### src/rtl/core/timestamp_sync_frame_builder_top_assert.svh
// assertion macros shared by the timestamp sync frame builder modules
`ifndef TIMESTAMP_SYNC_FRAME_BUILDER_TOP_ASSERT_SVH
`define TIMESTAMP_SYNC_FRAME_BUILDER_TOP_ASSERT_SVH

// same-cycle implication, checked outside reset
`define TSFB_ASSERT_NOW(label, ante, cons, msg) \
  label: assert property (@(posedge clk_i) disable iff (!rst_ni) (ante) |-> (cons)) \
    else $error(msg);

// next-cycle implication, checked outside reset
`define TSFB_ASSERT_NEXT(label, ante, cons, msg) \
  label: assert property (@(posedge clk_i) disable iff (!rst_ni) (ante) |=> (cons)) \
    else $error(msg);

`endif

### src/rtl/core/tsfb_pkg.sv
// shared constants, types and the crc-8 byte step of the timestamp sync frame builder
package tsfb_pkg;

  localparam int STAMP_BYTES  = 5;
  localparam int PKT_LEN      = STAMP_BYTES + 3;
  localparam int IDX_W        = $clog2(PKT_LEN);
  localparam int STAMP_IDX_W  = (STAMP_BYTES > 1) ? $clog2(STAMP_BYTES) : 1;
  localparam int COUNT_W      = $clog2(STAMP_BYTES + 1);
  localparam int BYTE_POS_W   = 3;
  localparam int CFG_IDX_W    = 3;

  localparam logic [CFG_IDX_W-1:0] CFG_SOF_MARKER     = CFG_IDX_W'(0);
  localparam logic [CFG_IDX_W-1:0] CFG_CRC_POLYNOMIAL = CFG_IDX_W'(1);
  localparam logic [CFG_IDX_W-1:0] CFG_SYNC_COMMAND   = CFG_IDX_W'(2);
  localparam logic [CFG_IDX_W-1:0] CFG_STOP_COMMAND   = CFG_IDX_W'(3);

  localparam logic [7:0] SOF_MARKER_RST     = 8'hAA;
  localparam logic [7:0] CRC_POLYNOMIAL_RST = 8'h07;
  localparam logic [7:0] SYNC_COMMAND_RST   = 8'h00;
  localparam logic [7:0] STOP_COMMAND_RST   = 8'h01;

  typedef enum logic [3:0] {
    PH_WAIT_PRESS   = 4'b0001,
    PH_WAIT_RELEASE = 4'b0010,
    PH_RUNNING      = 4'b0100,
    PH_STOPPED      = 4'b1000
  } phase_e;

  typedef struct packed {
    logic accept;
    logic emit;
  } ctl_cmd_t;

  typedef struct packed {
    logic pkt_start;
    logic last_idx;
    logic out_free;
  } dp_status_t;

  function automatic logic [7:0] crc8_byte(input logic [7:0] crc, input logic [7:0] data,
                                           input logic [7:0] poly);
    logic [7:0] c;
    c = crc ^ data;
    for (int b = 0; b < 8; b++) begin
      if (c[7]) begin
        c = {c[6:0], 1'b0} ^ poly;
      end else begin
        c = {c[6:0], 1'b0};
      end
    end
    return c;
  endfunction

endpackage

### src/rtl/core/tsfb_ctrl.sv
// controller: idle / packet send sequencing
`include "timestamp_sync_frame_builder_top_assert.svh"

module tsfb_ctrl (
  input  logic                   clk_i,
  input  logic                   rst_ni,
  input  logic                   in_valid_i,
  output logic                   in_stall_o,
  input  tsfb_pkg::dp_status_t   status_i,
  output tsfb_pkg::ctl_cmd_t     cmd_o
);
  import tsfb_pkg::*;

  typedef enum logic [1:0] {
    ST_IDLE = 2'b01,
    ST_SEND = 2'b10
  } state_e;

  state_e state_q, state_d;

  assign in_stall_o   = (state_q != ST_IDLE);
  assign cmd_o.accept = in_valid_i && (state_q == ST_IDLE);
  assign cmd_o.emit   = (state_q == ST_SEND) && status_i.out_free;

  always_comb begin
    state_d = state_q;
    unique case (state_q)
      ST_IDLE: begin
        if (cmd_o.accept && status_i.pkt_start) begin
          state_d = ST_SEND;
        end
      end
      ST_SEND: begin
        if (cmd_o.emit && status_i.last_idx) begin
          state_d = ST_IDLE;
        end
      end
      default: state_d = ST_IDLE;
    endcase
  end

  always_ff @(posedge clk_i or negedge rst_ni) begin
    if (!rst_ni) begin
      state_q <= ST_IDLE;
    end else begin
      state_q <= state_d;
    end
  end

  `TSFB_ASSERT_NEXT(start_enters_send_a, cmd_o.accept && status_i.pkt_start,
    state_q == ST_SEND, "packet start did not enter send")
  `TSFB_ASSERT_NEXT(last_emit_returns_idle_a, cmd_o.emit && status_i.last_idx,
    state_q == ST_IDLE, "last packet byte did not return to idle")

endmodule

### src/rtl/core/tsfb_datapath.sv
// datapath: config registers, frame gathering, run phase, packet bytes, crc and output register
`include "timestamp_sync_frame_builder_top_assert.svh"

module tsfb_datapath (
  input  logic                              clk_i,
  input  logic                              rst_ni,
  input  logic                              cfg_we_i,
  input  logic [tsfb_pkg::CFG_IDX_W-1:0]    cfg_index_i,
  input  logic [7:0]                        cfg_data_i,
  input  logic                              func_i,
  input  logic [7:0]                        rx_byte_i,
  input  logic                              button_level_i,
  input  tsfb_pkg::ctl_cmd_t                cmd_i,
  output tsfb_pkg::dp_status_t              status_o,
  output logic                              out_valid_o,
  input  logic                              out_stall_i,
  output logic [7:0]                        packet_byte_o,
  output logic [tsfb_pkg::BYTE_POS_W-1:0]   byte_position_o,
  output logic                              last_byte_o,
  output logic                              stop_level_o
);
  import tsfb_pkg::*;

  logic [7:0] sof_q, poly_q, sync_cmd_q, stop_cmd_q;

  logic [7:0]             assembly_q [STAMP_BYTES];
  logic [7:0]             latest_q   [STAMP_BYTES];
  logic [COUNT_W-1:0]     count_q, count_d;
  logic [STAMP_IDX_W-1:0] wr_idx;
  logic                   frame_done;

  phase_e phase_q, phase_d;
  logic   stop_q, stop_d;

  logic [7:0]       cmd_byte_q;
  logic [7:0]       crc_q;
  logic [IDX_W-1:0] idx_q;
  logic [IDX_W-1:0] ts_idx_full;
  logic [7:0]       cur_byte;
  logic             is_gather;

  logic out_valid_q;

  // configuration
  always_ff @(posedge clk_i or negedge rst_ni) begin
    if (!rst_ni) begin
      sof_q      <= SOF_MARKER_RST;
      poly_q     <= CRC_POLYNOMIAL_RST;
      sync_cmd_q <= SYNC_COMMAND_RST;
      stop_cmd_q <= STOP_COMMAND_RST;
    end else if (cfg_we_i) begin
      unique case (cfg_index_i)
        CFG_SOF_MARKER:     sof_q      <= cfg_data_i;
        CFG_CRC_POLYNOMIAL: poly_q     <= cfg_data_i;
        CFG_SYNC_COMMAND:   sync_cmd_q <= cfg_data_i;
        CFG_STOP_COMMAND:   stop_cmd_q <= cfg_data_i;
        default: ;
      endcase
    end
  end

  // frame gathering
  assign is_gather  = cmd_i.accept && !func_i;
  assign wr_idx     = (count_q >= COUNT_W'(STAMP_BYTES)) ? '0 : count_q[STAMP_IDX_W-1:0];
  assign frame_done = (wr_idx == STAMP_IDX_W'(STAMP_BYTES - 1));
  assign count_d    = frame_done ? '0 : COUNT_W'(wr_idx) + COUNT_W'(1);

  always_ff @(posedge clk_i) begin
    if (is_gather) begin
      assembly_q[wr_idx] <= rx_byte_i;
    end
  end

  always_ff @(posedge clk_i or negedge rst_ni) begin
    if (!rst_ni) begin
      count_q <= '0;
      for (int j = 0; j < STAMP_BYTES; j++) begin
        latest_q[j] <= '0;
      end
    end else if (is_gather) begin
      count_q <= count_d;
      if (frame_done) begin
        for (int j = 0; j < STAMP_BYTES; j++) begin
          latest_q[j] <= (STAMP_IDX_W'(j) == wr_idx) ? rx_byte_i : assembly_q[j];
        end
      end
    end
  end

  // run phase
  assign status_o.pkt_start = func_i && (phase_q == PH_RUNNING);

  always_comb begin
    phase_d = phase_q;
    stop_d  = stop_q;
    unique case (phase_q)
      PH_WAIT_PRESS: begin
        if (button_level_i) begin
          phase_d = PH_WAIT_RELEASE;
        end
      end
      PH_WAIT_RELEASE: begin
        if (!button_level_i) begin
          phase_d = PH_RUNNING;
        end
      end
      PH_RUNNING: begin
        if (func_i && button_level_i) begin
          phase_d = PH_STOPPED;
          stop_d  = 1'b1;
        end
      end
      PH_STOPPED: begin
        if (!button_level_i) begin
          phase_d = PH_WAIT_PRESS;
          stop_d  = 1'b0;
        end
      end
      default: phase_d = PH_WAIT_PRESS;
    endcase
  end

  always_ff @(posedge clk_i or negedge rst_ni) begin
    if (!rst_ni) begin
      phase_q <= PH_WAIT_PRESS;
      stop_q  <= 1'b0;
    end else if (cmd_i.accept) begin
      phase_q <= phase_d;
      stop_q  <= stop_d;
    end
  end

  // packet byte sequencer
  assign ts_idx_full = idx_q - IDX_W'(2);

  always_comb begin
    if (idx_q == IDX_W'(0)) begin
      cur_byte = sof_q;
    end else if (idx_q == IDX_W'(1)) begin
      cur_byte = cmd_byte_q;
    end else if (idx_q == IDX_W'(PKT_LEN - 1)) begin
      cur_byte = crc_q;
    end else begin
      cur_byte = latest_q[ts_idx_full[STAMP_IDX_W-1:0]];
    end
  end

  assign status_o.last_idx = (idx_q == IDX_W'(PKT_LEN - 1));

  always_ff @(posedge clk_i or negedge rst_ni) begin
    if (!rst_ni) begin
      idx_q <= '0;
    end else if (cmd_i.accept && status_o.pkt_start) begin
      idx_q <= '0;
    end else if (cmd_i.emit) begin
      idx_q <= idx_q + IDX_W'(1);
    end
  end

  always_ff @(posedge clk_i) begin
    if (cmd_i.accept && status_o.pkt_start) begin
      cmd_byte_q <= button_level_i ? stop_cmd_q : sync_cmd_q;
      crc_q      <= '0;
    end else if (cmd_i.emit) begin
      crc_q      <= crc8_byte(crc_q, cur_byte, poly_q);
    end
  end

  // output register
  assign status_o.out_free = !out_valid_q || !out_stall_i;

  always_ff @(posedge clk_i or negedge rst_ni) begin
    if (!rst_ni) begin
      out_valid_q <= 1'b0;
    end else if (cmd_i.emit) begin
      out_valid_q <= 1'b1;
    end else if (!out_stall_i) begin
      out_valid_q <= 1'b0;
    end
  end

  always_ff @(posedge clk_i) begin
    if (cmd_i.emit) begin
      packet_byte_o   <= cur_byte;
      byte_position_o <= BYTE_POS_W'(idx_q);
      last_byte_o     <= status_o.last_idx;
      stop_level_o    <= stop_q;
    end
  end

  assign out_valid_o = out_valid_q;

  `TSFB_ASSERT_NOW(stop_matches_phase_a, 1'b1, stop_q == (phase_q == PH_STOPPED),
    "stop line out of step with run phase")
  `TSFB_ASSERT_NOW(count_in_range_a, 1'b1, count_q < COUNT_W'(STAMP_BYTES),
    "frame byte count out of range")

endmodule

### src/rtl/core/timestamp_sync_frame_builder_top.sv
// top level of the timestamp sync frame builder
//
// Takes serial bytes and timer ticks, each with the start button level. Serial bytes are
// gathered into 5-byte timestamp frames; a complete frame becomes the latest timestamp.
// After a press and release the block runs, and every tick then produces one 8-byte packet:
// start-of-frame marker, command, the latest timestamp and a CRC-8 over the first seven
// bytes. A tick with the button held sends the stop command and raises stop_level_o, which
// falls with a later packet byte sent after an item reads the button released. A serial
// byte or a tick that makes no packet does not stall the input. A packet tick stalls it; the
// byte sequencer gives one byte a cycle unless the output stalls and steps the CRC per byte.
// The next item is taken the cycle after the last byte enters the output register.
`include "timestamp_sync_frame_builder_top_assert.svh"

module timestamp_sync_frame_builder_top (
  input  logic                              clk_i,
  input  logic                              rst_ni,
  input  logic                              in_valid_i,
  output logic                              in_stall_o,
  input  logic                              func_i,
  input  logic [7:0]                        rx_byte_i,
  input  logic                              button_level_i,
  output logic                              out_valid_o,
  input  logic                              out_stall_i,
  output logic [7:0]                        packet_byte_o,
  output logic [tsfb_pkg::BYTE_POS_W-1:0]   byte_position_o,
  output logic                              last_byte_o,
  output logic                              stop_level_o,
  input  logic                              cfg_valid_i,
  output logic                              cfg_ready_o,
  input  logic [tsfb_pkg::CFG_IDX_W-1:0]    cfg_index_i,
  input  logic [7:0]                        cfg_data_i
);
  import tsfb_pkg::*;

  ctl_cmd_t   cmd;
  dp_status_t status;

  assign cfg_ready_o = 1'b1;

  tsfb_ctrl u_ctrl (
    .clk_i      (clk_i),
    .rst_ni     (rst_ni),
    .in_valid_i (in_valid_i),
    .in_stall_o (in_stall_o),
    .status_i   (status),
    .cmd_o      (cmd)
  );

  tsfb_datapath u_datapath (
    .clk_i           (clk_i),
    .rst_ni          (rst_ni),
    .cfg_we_i        (cfg_valid_i && cfg_ready_o),
    .cfg_index_i     (cfg_index_i),
    .cfg_data_i      (cfg_data_i),
    .func_i          (func_i),
    .rx_byte_i       (rx_byte_i),
    .button_level_i  (button_level_i),
    .cmd_i           (cmd),
    .status_o        (status),
    .out_valid_o     (out_valid_o),
    .out_stall_i     (out_stall_i),
    .packet_byte_o   (packet_byte_o),
    .byte_position_o (byte_position_o),
    .last_byte_o     (last_byte_o),
    .stop_level_o    (stop_level_o)
  );

  `TSFB_ASSERT_NOW(no_accept_while_sending_a, cmd.emit, !cmd.accept,
    "item taken while packet bytes still being sent")
  `TSFB_ASSERT_NEXT(emit_fills_output_a, cmd.emit, out_valid_o,
    "packet byte sent but output register empty")

endmodule
### config.mk
export PLATFORM = sky130hd
export DESIGN_NAME = timestamp_sync_frame_builder_top
export DESIGN_NICKNAME = d
export VERILOG_FILES = /design/src/rtl/core/tsfb_pkg.sv /design/src/rtl/core/tsfb_ctrl.sv /design/src/rtl/core/tsfb_datapath.sv /design/src/rtl/core/timestamp_sync_frame_builder_top.sv
export VERILOG_INCLUDE_DIRS = /design/src /design/src/rtl/core
export SDC_FILE = /design/constraint.sdc
export NUM_CORES = 1
export LEC_CHECK = 0
export BUFFER_PORTS_ARGS = -buffer_cell sky130_fd_sc_hd__buf_4
export CAP_MARGIN = 20
export CORE_UTILIZATION = 35
export DETAILED_ROUTE_END_ITERATION = 6
export GPL_TIMING_DRIVEN = 0
export HOLD_SLACK_MARGIN = 0.05
export PLACE_DENSITY_LB_ADDON = 0.08
export SLEW_MARGIN = 10
export SYNTH_ARGS = -nofsm -noshare
export SYNTH_HDL_FRONTEND = slang
export SYNTH_HIERARCHICAL = 1
export SYNTH_SLANG_ARGS = --single-unit
### constraint.sdc
create_clock -name clk_i -period 6.4 [get_ports clk_i]
set_clock_uncertainty 0.1 [all_clocks]
set_input_delay 0.64 -clock clk_i [delete_from_list [all_inputs] [get_ports clk_i]]
set_output_delay 0.64 -clock clk_i [all_outputs]
set_load 0.03 [all_outputs]
==> impl_metrics.tcl, run 1 <==
set metrics [dict create \
    syn_avg_cell_area_um2 10.83 \
    post_synth_net_total 785 \
    layout.core_utilization_pct 41.75 \
    postSynth.asyncResetShare_pct 58.50 \
    setup-tns-final_ps 0 \
    unrepaired_setup_endpoints_after_global_routing "no" \
    fp.coreArea_um2 22710 \
    drt-total-wl_mm 21.98 \
    layoutNonFillerInstCount 1118 \
    min_period_over_period_pct 94.56 \
    period_minus_slack_ps 6052 \
    initial_core_util_pct 35.87 \
    synth_seq_cells 147 \
    global_route.overflow_total 0 \
    route.detailed.drc 0 \
    pin_count_of_the_biggest_net_entering_global_routing 49 \
    worst_hold_path_type "in -> async" \
    cts_hold_buf 0 \
    cts.path.max_buffers 2 \
    ant_nets 0 \
    synth_ff_type "dfrtp_1" \
    synth.cell_area_um2 8147 \
    chipWidth_um 154.6 \
    clock_sinks 147 \
    number_of_buffers_created_by_cts 17 \
    clock_tree.htree_level_count 4 \
    worst-endpoint-arrival_ps 6230 \
    maxSlewViolCount 0 \
    routed_via_density 5.445 \
    power_density_nw_per_um2 506.9 \
    max_clock_freq_mhz 165.2 \
    clock_transition_at_the_registers_of_the_reported_paths_ps 60 \
    first_pass_grt_wire_length_mm 34.56 \
    finalSetupViolCount 0 \
    grt_pass1_vias 6036 \
    fraction_of_final_layout_cells_sized_beyond_drive_strength_1_pct 24.01 \
    worstSkewPairLatency_ps 420 \
    count_of_cell_types_in_the_netlist 91 \
    startpoint_type "flip-flop" \
    quantity_of_i_o_buffers_inserted_on_ports 40 \
    worstSetupEndpointType "flip-flop" \
    vias 6087 \
    die_height_um 154.6 \
    synth_edf_count 53 \
    final_nets 853 \
    transition_time_at_the_pin_with_the_least_slew_margin_ps 961.7 \
    highest_net_fanout_along_the_worst_path 10 \
    final.fill_count 2241 \
    dpl.cell_count 1079 \
    antenna-diode-count 0 \
    hold_slack_ps 115.8 \
    report.final.hold_viol_count 0 \
    gr-usage-all-layers_pct 19.22 \
    floorplan.die_area_um2 23890 \
    peakVddDrop_mv 0.3864 \
    worst_ep_required_time_ps 6580 \
    p_leak_nw 3.790 \
    max-cap-violations 0 \
    antenna_found_initial 0 \
    result_of_the_run "finished, final reports clean" \
    synth_sequential_area_ratio_pct 48.07 \
    syn-instance-count 752 \
    final_hpwl_from_detailed_placement_mm 15.92 \
    gpl.final_weighted_congestion 0.8445 \
    detail_route.wl_per_cell_um 19.66 \
    iteration_count_of_the_initial_detailed_routing_pass 5 \
    critPathKind "reg -> reg" \
    headroom_to_the_max_slew_limit_pct 35.65 \
    drt_iter0_markers 362 \
    clock-root-buffer "clkbuf_16" \
    syn_to_final_growth_pct 16.39 \
    cts_tree "done" \
    rows 55 \
    number_of_warnings_issued_by_yosys 6 \
    top_level_ports 42 \
]
## cell type report
cell class              instances  area, µm²  area share, %
well taps                     285      356.6          3.761
clock buffers                  19      432.9          4.566
inverters                      25      93.84         0.9897
repair buffers                 49      387.9          4.091
flip-flops and latches        147       3916          41.30
clock inverters                13      85.08         0.8973
multi-input cells             539       4019          42.39
plain buffers                  41      190.2          2.006
## worst max-delay path, stage by stage (launching register included)
cell and delay, ps:
dfrtp_1 450, buf_2 260, inv_1 280, ha_2 340, buf_2 250, a21oi_1 120, o2bb2ai_1 330, a211o_1 150
buf_2 230, o211ai_1 130, buf_4 170, xor2_2 270, mux2i_2 400, nor2_1 90, o32ai_2 410, xor3_2 480
buf_4 200, nor3_1 300, nor3_4 90, xnor2_4 330, nand2_1 110, xnor2_1 300, a21oi_1 110
## synth_stat cells (4+ instances only)
master | instances | area (µm²)
a31oi_1 | 4 | 25.02
or4_1 | 4 | 30.03
o21ai_0 | 40 | 200.2
nor2b_1 | 4 | 25.02
dfstp_2 | 10 | 262.8
nand3_1 | 13 | 65.06
nand4_1 | 4 | 25.02
inv_1 | 23 | 86.33
mux2_2 | 65 | 732.0
nor3_1 | 10 | 50.05
o211ai_1 | 5 | 37.54
ha_1 | 7 | 87.58
nor4_1 | 7 | 43.79
o21ai_1 | 4 | 20.02
edfxtp_1 | 53 | 1592
and3_1 | 8 | 50.05
clkbuf_1 | 23 | 86.33
a211oi_1 | 5 | 37.54
a21o_1 | 5 | 37.54
dfxtp_1 | 8 | 160.2
and2_1 | 4 | 25.02
a221oi_1 | 7 | 61.31
nor2_1 | 46 | 172.7
nand2b_1 | 15 | 93.84
a21oi_1 | 30 | 150.1
mux2i_1 | 29 | 290.3
nand2_1 | 90 | 337.8
mux4_2 | 4 | 90.09
xnor2_1 | 33 | 289.0
dfrtp_1 | 76 | 1902
buf_2 | 8 | 40.04
xor2_1 | 9 | 78.83
buf_1 | 4 | 15.01
buf_4 | 5 | 37.54
## state kept, by name (all words and copies together), names as in the netlist, 4 cells and up
register,cells
u_datapath/latest_q,40
u_datapath/packet_byte_o,8
u_datapath/poly_q,8
u_datapath/assembly_q,32
u_datapath/stop_cmd_q,8
u_datapath/crc_q,8
u_datapath/sof_q,8
u_datapath/cmd_byte_q,8
u_datapath/phase_q,4
u_datapath/sync_cmd_q,8
## logic make-up (layout without fill, tap and decap cells)
| logic type | after synthesis | in the layout | synth area share, % |
|---|---|---|---|
| AND/OR/NAND/NOR | 230 | 230 | 13.84 |
| AO/OA/AOI/OAI | 153 | 153 | 13.19 |
| flip-flops | 147 | 147 | 48.07 |
| multiplexers | 98 | 98 | 13.65 |
| buffers and inverters | 66 | 147 | 3.486 |
| XOR/XNOR | 50 | 50 | 6.635 |
| adder cells (fa/ha/maj) | 7 | 7 | 1.075 |
| other | 1 | 1 | 0.04603 |
## path summary, 6_finish.rpt
kind | from | to | slack [ps] | depth (start not counted)
min in group clk_i | in_valid_i | u_ctrl/state_q[0] | 310 | 2
worst min register to register | u_datapath/assembly_q[1][4] | u_datapath/latest_q[28] | 370 | 1
max in group asynchronous | rst_ni | u_datapath/poly_q[0] | 5380 | 2
worst min-delay path | rst_ni | u_datapath/latest_q[18] | 120 | 1
worst max register to register | u_datapath/idx_q[0] | u_datapath/crc_q[7] | 350 | 22
worst max-delay path | u_datapath/idx_q[0] | u_datapath/crc_q[7] | 350 | 22
## per-stage QoR
step | power [mW] | setup slack [ps] | cell area [µm²]
after global routing | 5.112 | 52.67 | 9482
after floorplan | 3.184 | 1368 | 8147
after detailed placement | 3.810 | -41.90 | 8848
final | 4.807 | 347.9 | 9482
after global placement | 3.776 | -39.09 | 8803
after CTS | 4.734 | 39.27 | 9388
## report_power, final
| group | leakage, nW | switching [mW] | internal (mW) |
|---|---|---|---|
| Clock | 0.242 | 0.390 | 0.492 |
| Combinational | 1.93 | 1.50 | 1.11 |
| Sequential | 1.62 | 0.119 | 1.20 |
| Total | 3.79 | 2.01 | 2.80 |
## placed cells by master (no fill, tap or decap), types with 4 or more instances in the layout
master     synthesis  layout
a211oi_1           5       5
a21o_1             5       5
a21oi_1           30      30
a221oi_1           7       7
a31oi_1            4       4
and2_1             4       4
and3_1             8       8
buf_1              4       4
buf_2              8       8
buf_4              5      53
clkbuf_1          23      25
clkbuf_16          0      17
clkinv_1           2       7
dfrtp_1           76      76
dfstp_2           10      10
dfxtp_1            8       8
edfxtp_1          53      53
ha_1               7       6
inv_1             23      23
mux2_2            65      65
mux2i_1           29      27
mux4_2             4       4
nand2_1           90      90
nand2b_1          15      15
nand3_1           13      13
nand4_1            4       4
nor2_1            46      46
nor2b_1            4       4
nor3_1            10       8
nor4_1             7       7
o211ai_1           5       5
o21ai_0           40      40
o21ai_1            4       4
or4_1              4       4
xnor2_1           33      32
xor2_1             9       9
## routing by layer
metal | vias up | share of wire, % | GRT usage [%]
met2 | 136 | 47 | 30.49
li1 | 2865 | - | -
met4 | 0 | 0.78 | 5.139
met1 | 3072 | 49 | 27.26
met3 | 14 | 3.2 | 2.998
met5 | - | 0 | 0
## repair_timing
item,CTS,global route
cloned,0,0
setup buffers,1,6
pin swaps,1,3
endpoints found under the setup margin,4,8
gates resized for setup,2,7
No activity file was read; power rests on OpenSTA's default activity.
==> inputs of run 2 (changes only) <==
--- a/config.mk
+++ b/config.mk
@@ -6,11 +6,11 @@
 export SDC_FILE = /design/constraint.sdc
 export NUM_CORES = 1
 export LEC_CHECK = 0
+export ABC_AREA = 1
 export BUFFER_PORTS_ARGS = -buffer_cell sky130_fd_sc_hd__buf_4
 export CAP_MARGIN = 20
 export CORE_UTILIZATION = 35
 export DETAILED_ROUTE_END_ITERATION = 6
-export GPL_TIMING_DRIVEN = 0
 export HOLD_SLACK_MARGIN = 0.05
 export PLACE_DENSITY_LB_ADDON = 0.08
 export SLEW_MARGIN = 10
==> run 2 against run 1 <==
- sequential share of layout area up 1.8 points
- die area is 2.6% lower
- setup slack better by 940 ps
- clock power is 25% higher
==> impl_metrics.tcl, run 2 <==
set metrics [dict create \
    result_of_the_run "finished, final reports clean" \
    transition_time_at_the_pin_with_the_least_slew_margin_ps 1101 \
    top_post_synthesis_cells_by_area "dfrtp_1 (24%), edfxtp_1 (20%), nand2_1 (16%)" \
    layout.cells.most_common "nand2_1" \
    timing.reg2reg.worst_path_depth 31 \
    initial_core_util_pct 36.00 \
    layout.core_utilization_pct 41.29 \
    report.final.hold_viol_count 0 \
    syn-instance-count 1009 \
    peakVddDrop_mv 0.3473 \
    max_clock_freq_mhz 195.8 \
    clock-root-buffer "clkbuf_16" \
    top_signal_layer_used "met4" \
    critical_path.max_stage_delay_ps 690 \
    worstSetupEndpointType "flip-flop" \
    min_period_over_period_pct 79.82 \
    drt-total-wl_mm 20.38 \
    die_height_um 152.5 \
    dpl.cell_count 1298 \
    met2_wire_length_mm 8.987 \
    crit-reg2reg-launch "u_datapath/idx_q[0]" \
    synth_common_cells "nand2_1 (334), inv_1 (115), nand3_1 (91)" \
    multiInputGateArea_um2 3362 \
    maxSlewViolCount 0 \
    biggestRegsByFlops "u_datapath/latest_q (40), u_datapath/assembly_q (32)" \
    rows 54 \
    routed_via_density 4.720 \
    yosys.cell_count.top_type "nand2_1" \
    final_nets 1072 \
    highest_net_fanout_along_the_worst_path 16 \
    iteration_count_of_the_initial_detailed_routing_pass 7 \
    antenna_found_initial 0 \
    cts_tree "done" \
    unrepaired_setup_endpoints_after_global_routing "no" \
    headroom_to_the_max_slew_limit_pct 26.22 \
    worst-endpoint-arrival_ps 5380 \
    critPathKind "reg -> reg" \
    power_mw 5.144 \
    synth_seq_cells 147 \
    power_density_nw_per_um2 565.6 \
    cts_resized 0 \
    ant_nets 0 \
    chipWidth_um 152.5 \
    global_route.overflow_total 0 \
    clock_sinks 147 \
    gr-usage-all-layers_pct 18.69 \
    count_of_cell_types_in_the_netlist 41 \
    p_leak_nw 4.363 \
    setup-tns-final_ps 0 \
    syn_avg_cell_area_um2 7.858 \
    period_minus_slack_ps 5108 \
    top_level_ports 42 \
    cts.repair_timing.setup_buffer_count 0 \
    worstSkewPairLatency_ps 420 \
    layoutNonFillerInstCount 1330 \
    cts.path.max_buffers 2 \
    fraction_of_final_layout_cells_sized_beyond_drive_strength_1_pct 13.62 \
    crit_slowest_cell "dfrtp_1" \
    cts_hold_buf 0 \
    postSynth.asyncResetShare_pct 58.50 \
    synth_top_area_cell "dfrtp_1" \
    number_of_warnings_issued_by_yosys 6 \
    number_of_flip_flops_under_the_largest_register_name 40 \
    vias 6277 \
    syn_to_final_growth_pct 14.69 \
    final.fill_count 2262 \
    final_hpwl_from_detailed_placement_mm 14.30 \
    regMostFlops "u_datapath/latest_q" \
    max-cap-violations 0 \
    gpl.final_weighted_congestion 0.7797 \
    route.detailed.drc 0 \
    worst_setup_path_startpoint "u_datapath/idx_q[0]" \
    met3_wirelength_um 596 \
    placedInstanceArea_um2 8446 \
    pin_count_of_the_biggest_net_entering_global_routing 55 \
    finalSetupViolCount 0 \
    clock_tree.htree_level_count 4 \
    antenna-diode-count 0 \
    detail_route.wl_per_cell_um 15.32 \
    synth.cell_area_um2 7929 \
    startpoint_type "flip-flop" \
    cp_common_cell "nand2_2" \
    synth_edf_count 53 \
    post_synth_net_total 1044 \
    synth_ff_type "dfrtp_1" \
    quantity_of_i_o_buffers_inserted_on_ports 40 \
    synth_top_area_share_pct 23.99 \
    final_area_um2 9094 \
    clock_transition_at_the_registers_of_the_reported_paths_ps 70 \
    mostFrequentLayoutCells "nand2_1 (334), inv_1 (115), nand3_1 (91)" \
    drt_iter0_markers 368 \
    grt_pass1_vias 5951 \
    floorplan.die_area_um2 23260 \
    first_pass_grt_wire_length_mm 33.45 \
    synth_sequential_area_ratio_pct 49.39 \
    number_of_buffers_created_by_cts 17 \
    fp.coreArea_um2 22030 \
    seq_area_um2 3916 \
    worst_ep_required_time_ps 6670 \
    m1WireLength_mm 10.64 \
    worst_hold_path_type "in -> async" \
]
-- run 2: logic make-up (layout without fill, tap and decap cells) --
kind of cell,Yosys count,count (layout),share of synthesized area (%)
AO/OA/AOI/OAI,120,120,7.764
XOR/XNOR,19,19,2.336
adder cells (fa/ha/maj),9,9,1.420
buffers and inverters,163,204,8.332
flip-flops,147,147,49.39
other,1,1,0.04730
AND/OR/NAND/NOR,550,550,30.71
-- run 2: power by group --
part / leakage (nW) / total, mW / internal, mW / switching [mW]
Sequential: 1.59 / 1.42 / 1.23 / 0.192
Combinational: 2.47 / 2.62 / 0.883 / 1.74
Clock: 0.308 / 1.10 / 0.682 / 0.419
-- run 2: final cells by class --
| type | instances | area share, % |
|---|---|---|
| Sequential cell | 147 | 43.07 |
| Multi-Input combinational cell | 699 | 36.97 |
| Inverter | 127 | 5.270 |
| Clock buffer | 18 | 4.953 |
| Tap cell | 280 | 3.853 |
| Timing Repair Buffer | 45 | 3.715 |
| Clock inverter | 14 | 2.174 |
-- run 2: path summary, 6_finish.rpt --
kind	to	slack (ps)
min in group clk_i	u_datapath/assembly_q[0][0]	330
min reg2reg	u_datapath/stop_level_o	370
min	u_datapath/count_q[1]	70
max	u_datapath/crc_q[7]	1290
max in group asynchronous	u_datapath/poly_q[7]	5040
max reg2reg	u_datapath/crc_q[7]	1290
-- run 2: per-stage QoR --
stage	hold slack [ps]	setup WS, ps
finish	72.94	1292
global route	101.8	694.8
CTS	80.85	1299
detailed placement	356.8	1325
global placement	340.6	1471
floorplan	244.4	2647
-- run 2: worst max-delay path: cells and delay by family, from the launching register on --
family | cells | cell delay [ps]
compound gates | 1 | 150
fa+ha+maj | 1 | 290
buf+inv | 5 | 660
flops | 1 | 690
simple gates | 24 | 3120
-- run 2: layer usage --
| metal | vias to the layer above | track usage [%] |
|---|---|---|
| met5 | - | 0 |
| met1 | 2905 | 27.38 |
| li1 | 3268 | - |
| met2 | 93 | 28.26 |
| met3 | 11 | 3.242 |
| met4 | 0 | 5.339 |
==> inputs of run 3 (changes only) <==
==> constraint.sdc (replaced) <==
create_clock -name clk_i -period 4.9 [get_ports clk_i]
set_clock_uncertainty 0.1 [all_clocks]
set_input_delay 0.49 -clock clk_i [delete_from_list [all_inputs] [get_ports clk_i]]
set_output_delay 0.49 -clock clk_i [all_outputs]
set_load 0.03 [all_outputs]
==> run 3 against run 2 <==
- the flow now finishes with violations (design-rule violations)
- hold slack improved by 110 ps
- total power rose by 28%
- combinational power rose by 34%
- critical endpoint is now u_datapath/crc_q[1]
- largest cell class unchanged
==> impl_metrics.tcl, run 3 (synthesized netlist as in run 2, its figures left out) <==
set metrics [dict create \
    syn_to_final_growth_pct 14.61 \
    setup-tns-final_ps 0 \
    maxSlewViolCount 0 \
    drt_iter0_markers 413 \
    p_leak_nw 4.377 \
    mostFrequentLayoutCells "nand2_1 (334), inv_1 (115), nand3_1 (91)" \
    final_nets 1082 \
    worstSetupEndpointType "flip-flop" \
    worst-endpoint-arrival_ps 4660 \
    hold_slack_ps 178.1 \
    global_route.overflow_total 0 \
    layout.core_utilization_pct 41.26 \
    layoutNonFillerInstCount 1340 \
    top_level_ports 42 \
    clock_tree.htree_level_count 4 \
    critical_path.max_stage_delay_ps 490 \
    route.detailed.drc 2 \
    violations_in_the_final_reports "design-rule violations" \
    worstSkewPairLatency_ps 420 \
    peakVddDrop_mv 0.3449 \
    max_clock_freq_mhz 224.9 \
    dpl.cell_count 1307 \
    finalSetupViolCount 0 \
    rows 54 \
    max-cap-violations 0 \
    biggestRegsByFlops "u_datapath/latest_q (40), u_datapath/assembly_q (32)" \
    ant_nets 0 \
    multiInputGateArea_um2 3362 \
    headroom_to_the_max_slew_limit_pct 30.59 \
    critPathKind "reg -> reg" \
    final_hpwl_from_detailed_placement_mm 14.25 \
    iteration_count_of_the_initial_detailed_routing_pass 7 \
    worst_hold_path_type "in -> reg" \
    final.fill_count 2281 \
    first_pass_grt_wire_length_mm 33.47 \
    power_mw 6.561 \
    gpl.final_weighted_congestion 0.7985 \
    quantity_of_i_o_buffers_inserted_on_ports 40 \
    detail_route.wl_per_cell_um 15.10 \
    cts.repair_timing.setup_buffer_count 0 \
    result_of_the_run "finished, violations left" \
    number_of_flip_flops_under_the_largest_register_name 40 \
    fraction_of_final_layout_cells_sized_beyond_drive_strength_1_pct 14.43 \
    transition_time_at_the_pin_with_the_least_slew_margin_ps 1037 \
    clock-root-buffer "clkbuf_16" \
    worst_ep_required_time_ps 5110 \
    period_minus_slack_ps 4445 \
    routed_via_density 4.754 \
    seq_area_um2 3919 \
    regMostFlops "u_datapath/latest_q" \
    highest_net_fanout_along_the_worst_path 15 \
    pin_count_of_the_biggest_net_entering_global_routing 55 \
    min_period_over_period_pct 90.72 \
    antenna-diode-count 0 \
    unrepaired_setup_endpoints_after_global_routing "no" \
    clock_sinks 147 \
    gr-usage-all-layers_pct 18.52 \
    die_height_um 152.5 \
    power_density_nw_per_um2 722.0 \
    vias 6371 \
    clock_transition_at_the_registers_of_the_reported_paths_ps 60 \
    floorplan.die_area_um2 23260 \
    fp.coreArea_um2 22030 \
    report.final.hold_viol_count 0 \
    crit_slowest_cell "dfrtp_2" \
    cts.path.max_buffers 2 \
    antenna_found_initial 0 \
    layout.cells.most_common "nand2_1" \
    grt_pass1_vias 6116 \
    number_of_buffers_created_by_cts 17 \
    drt-total-wl_mm 20.23 \
    cts_tree "done" \
    path_buf_inv 2 \
    initial_core_util_pct 36.00 \
    cp_top_family "simple AND/OR/NAND/NOR gates" \
    startpoint_type "flip-flop" \
    chipWidth_um 152.5 \
]
[run 3: changes by cell type in the layout (fill, tap and decap cells not counted), sizes merged]
cell / before / now
clkinv: 5 / 8
bufinv: 4 / 0
clkbuf: 18 / 20
clkinvlp: 3 / 1
inv: 129 / 130
dlygate4sd3: 0 / 1
buf: 45 / 54
[run 3: where the power goes]
group / switching (mW) / internal, mW / leakage (nW)
registers: 0.189 / 1.61 / 1.58
logic: 2.34 / 1.18 / 2.52
clock network: 0.541 / 0.701 / 0.277
total: 3.07 / 3.49 / 4.38
[run 3: layout make-up]
class	count	share of cell area (%)
sequential	147	43.12
multi-input combinational	699	37.00
inverter	127	5.273
clock buffer	20	5.149
timing repair buffer	55	4.571
tap	280	3.855
clock inverter	12	1.033
[run 3: path summary, 6_finish.rpt]
| path | startpoint | end | slack (ps) | cells past startpoint |
|---|---|---|---|---|
| max in group asynchronous | rst_ni | u_datapath/idx_q[1] | 3130 | 3 |
| worst max-delay path | u_datapath/idx_q[1] | u_datapath/crc_q[1] | 450 | 32 |
| worst max register to register | u_datapath/idx_q[1] | u_datapath/crc_q[1] | 450 | 32 |
| worst min register to register | u_datapath/stop_q | u_datapath/stop_level_o | 350 | 0 |
| worst min-delay path | rx_byte_i[0] | u_datapath/assembly_q[0][0] | 180 | 1 |
| min in group asynchronous | rst_ni | u_datapath/count_q[1] | 490 | 2 |
[run 3: what timing repair did]
action | CTS | global route
hold endpoints to repair | 32 | 0
endpoints found under the setup margin | 0 | 8
resized for setup | 0 | 2
hold buffers | 1 | 0
[run 3: stage by stage]
step	setup WS, ps	area [µm²]
2_1_floorplan	1147	7929
3_3_place_gp	440.2	8513
3_5_place_dp	396.1	8513
4_1_cts	381.0	9085
5_1_grt	43.19	9087
6_report	454.6	9087
[run 3: worst reg2reg max path, delay by kind of cell, from the launching register on]
kind,cells,cell delay [ps]
AOI/OAI and AO/OA,1,70
adders and majority gates,2,530
buffers and inverters,2,140
DFF,1,490
and+or+nand+nor,27,3020
[run 3: layer usage]
metal  global-route usage [%]  vias to the layer above  routed length, µm
met5                        0                        -                  0
met4                    4.233                        0                154
met3                    3.242                       13                596
met2                    27.83                       84               8848
met1                    27.60                     2992              10630
li1                         -                     3282                  -
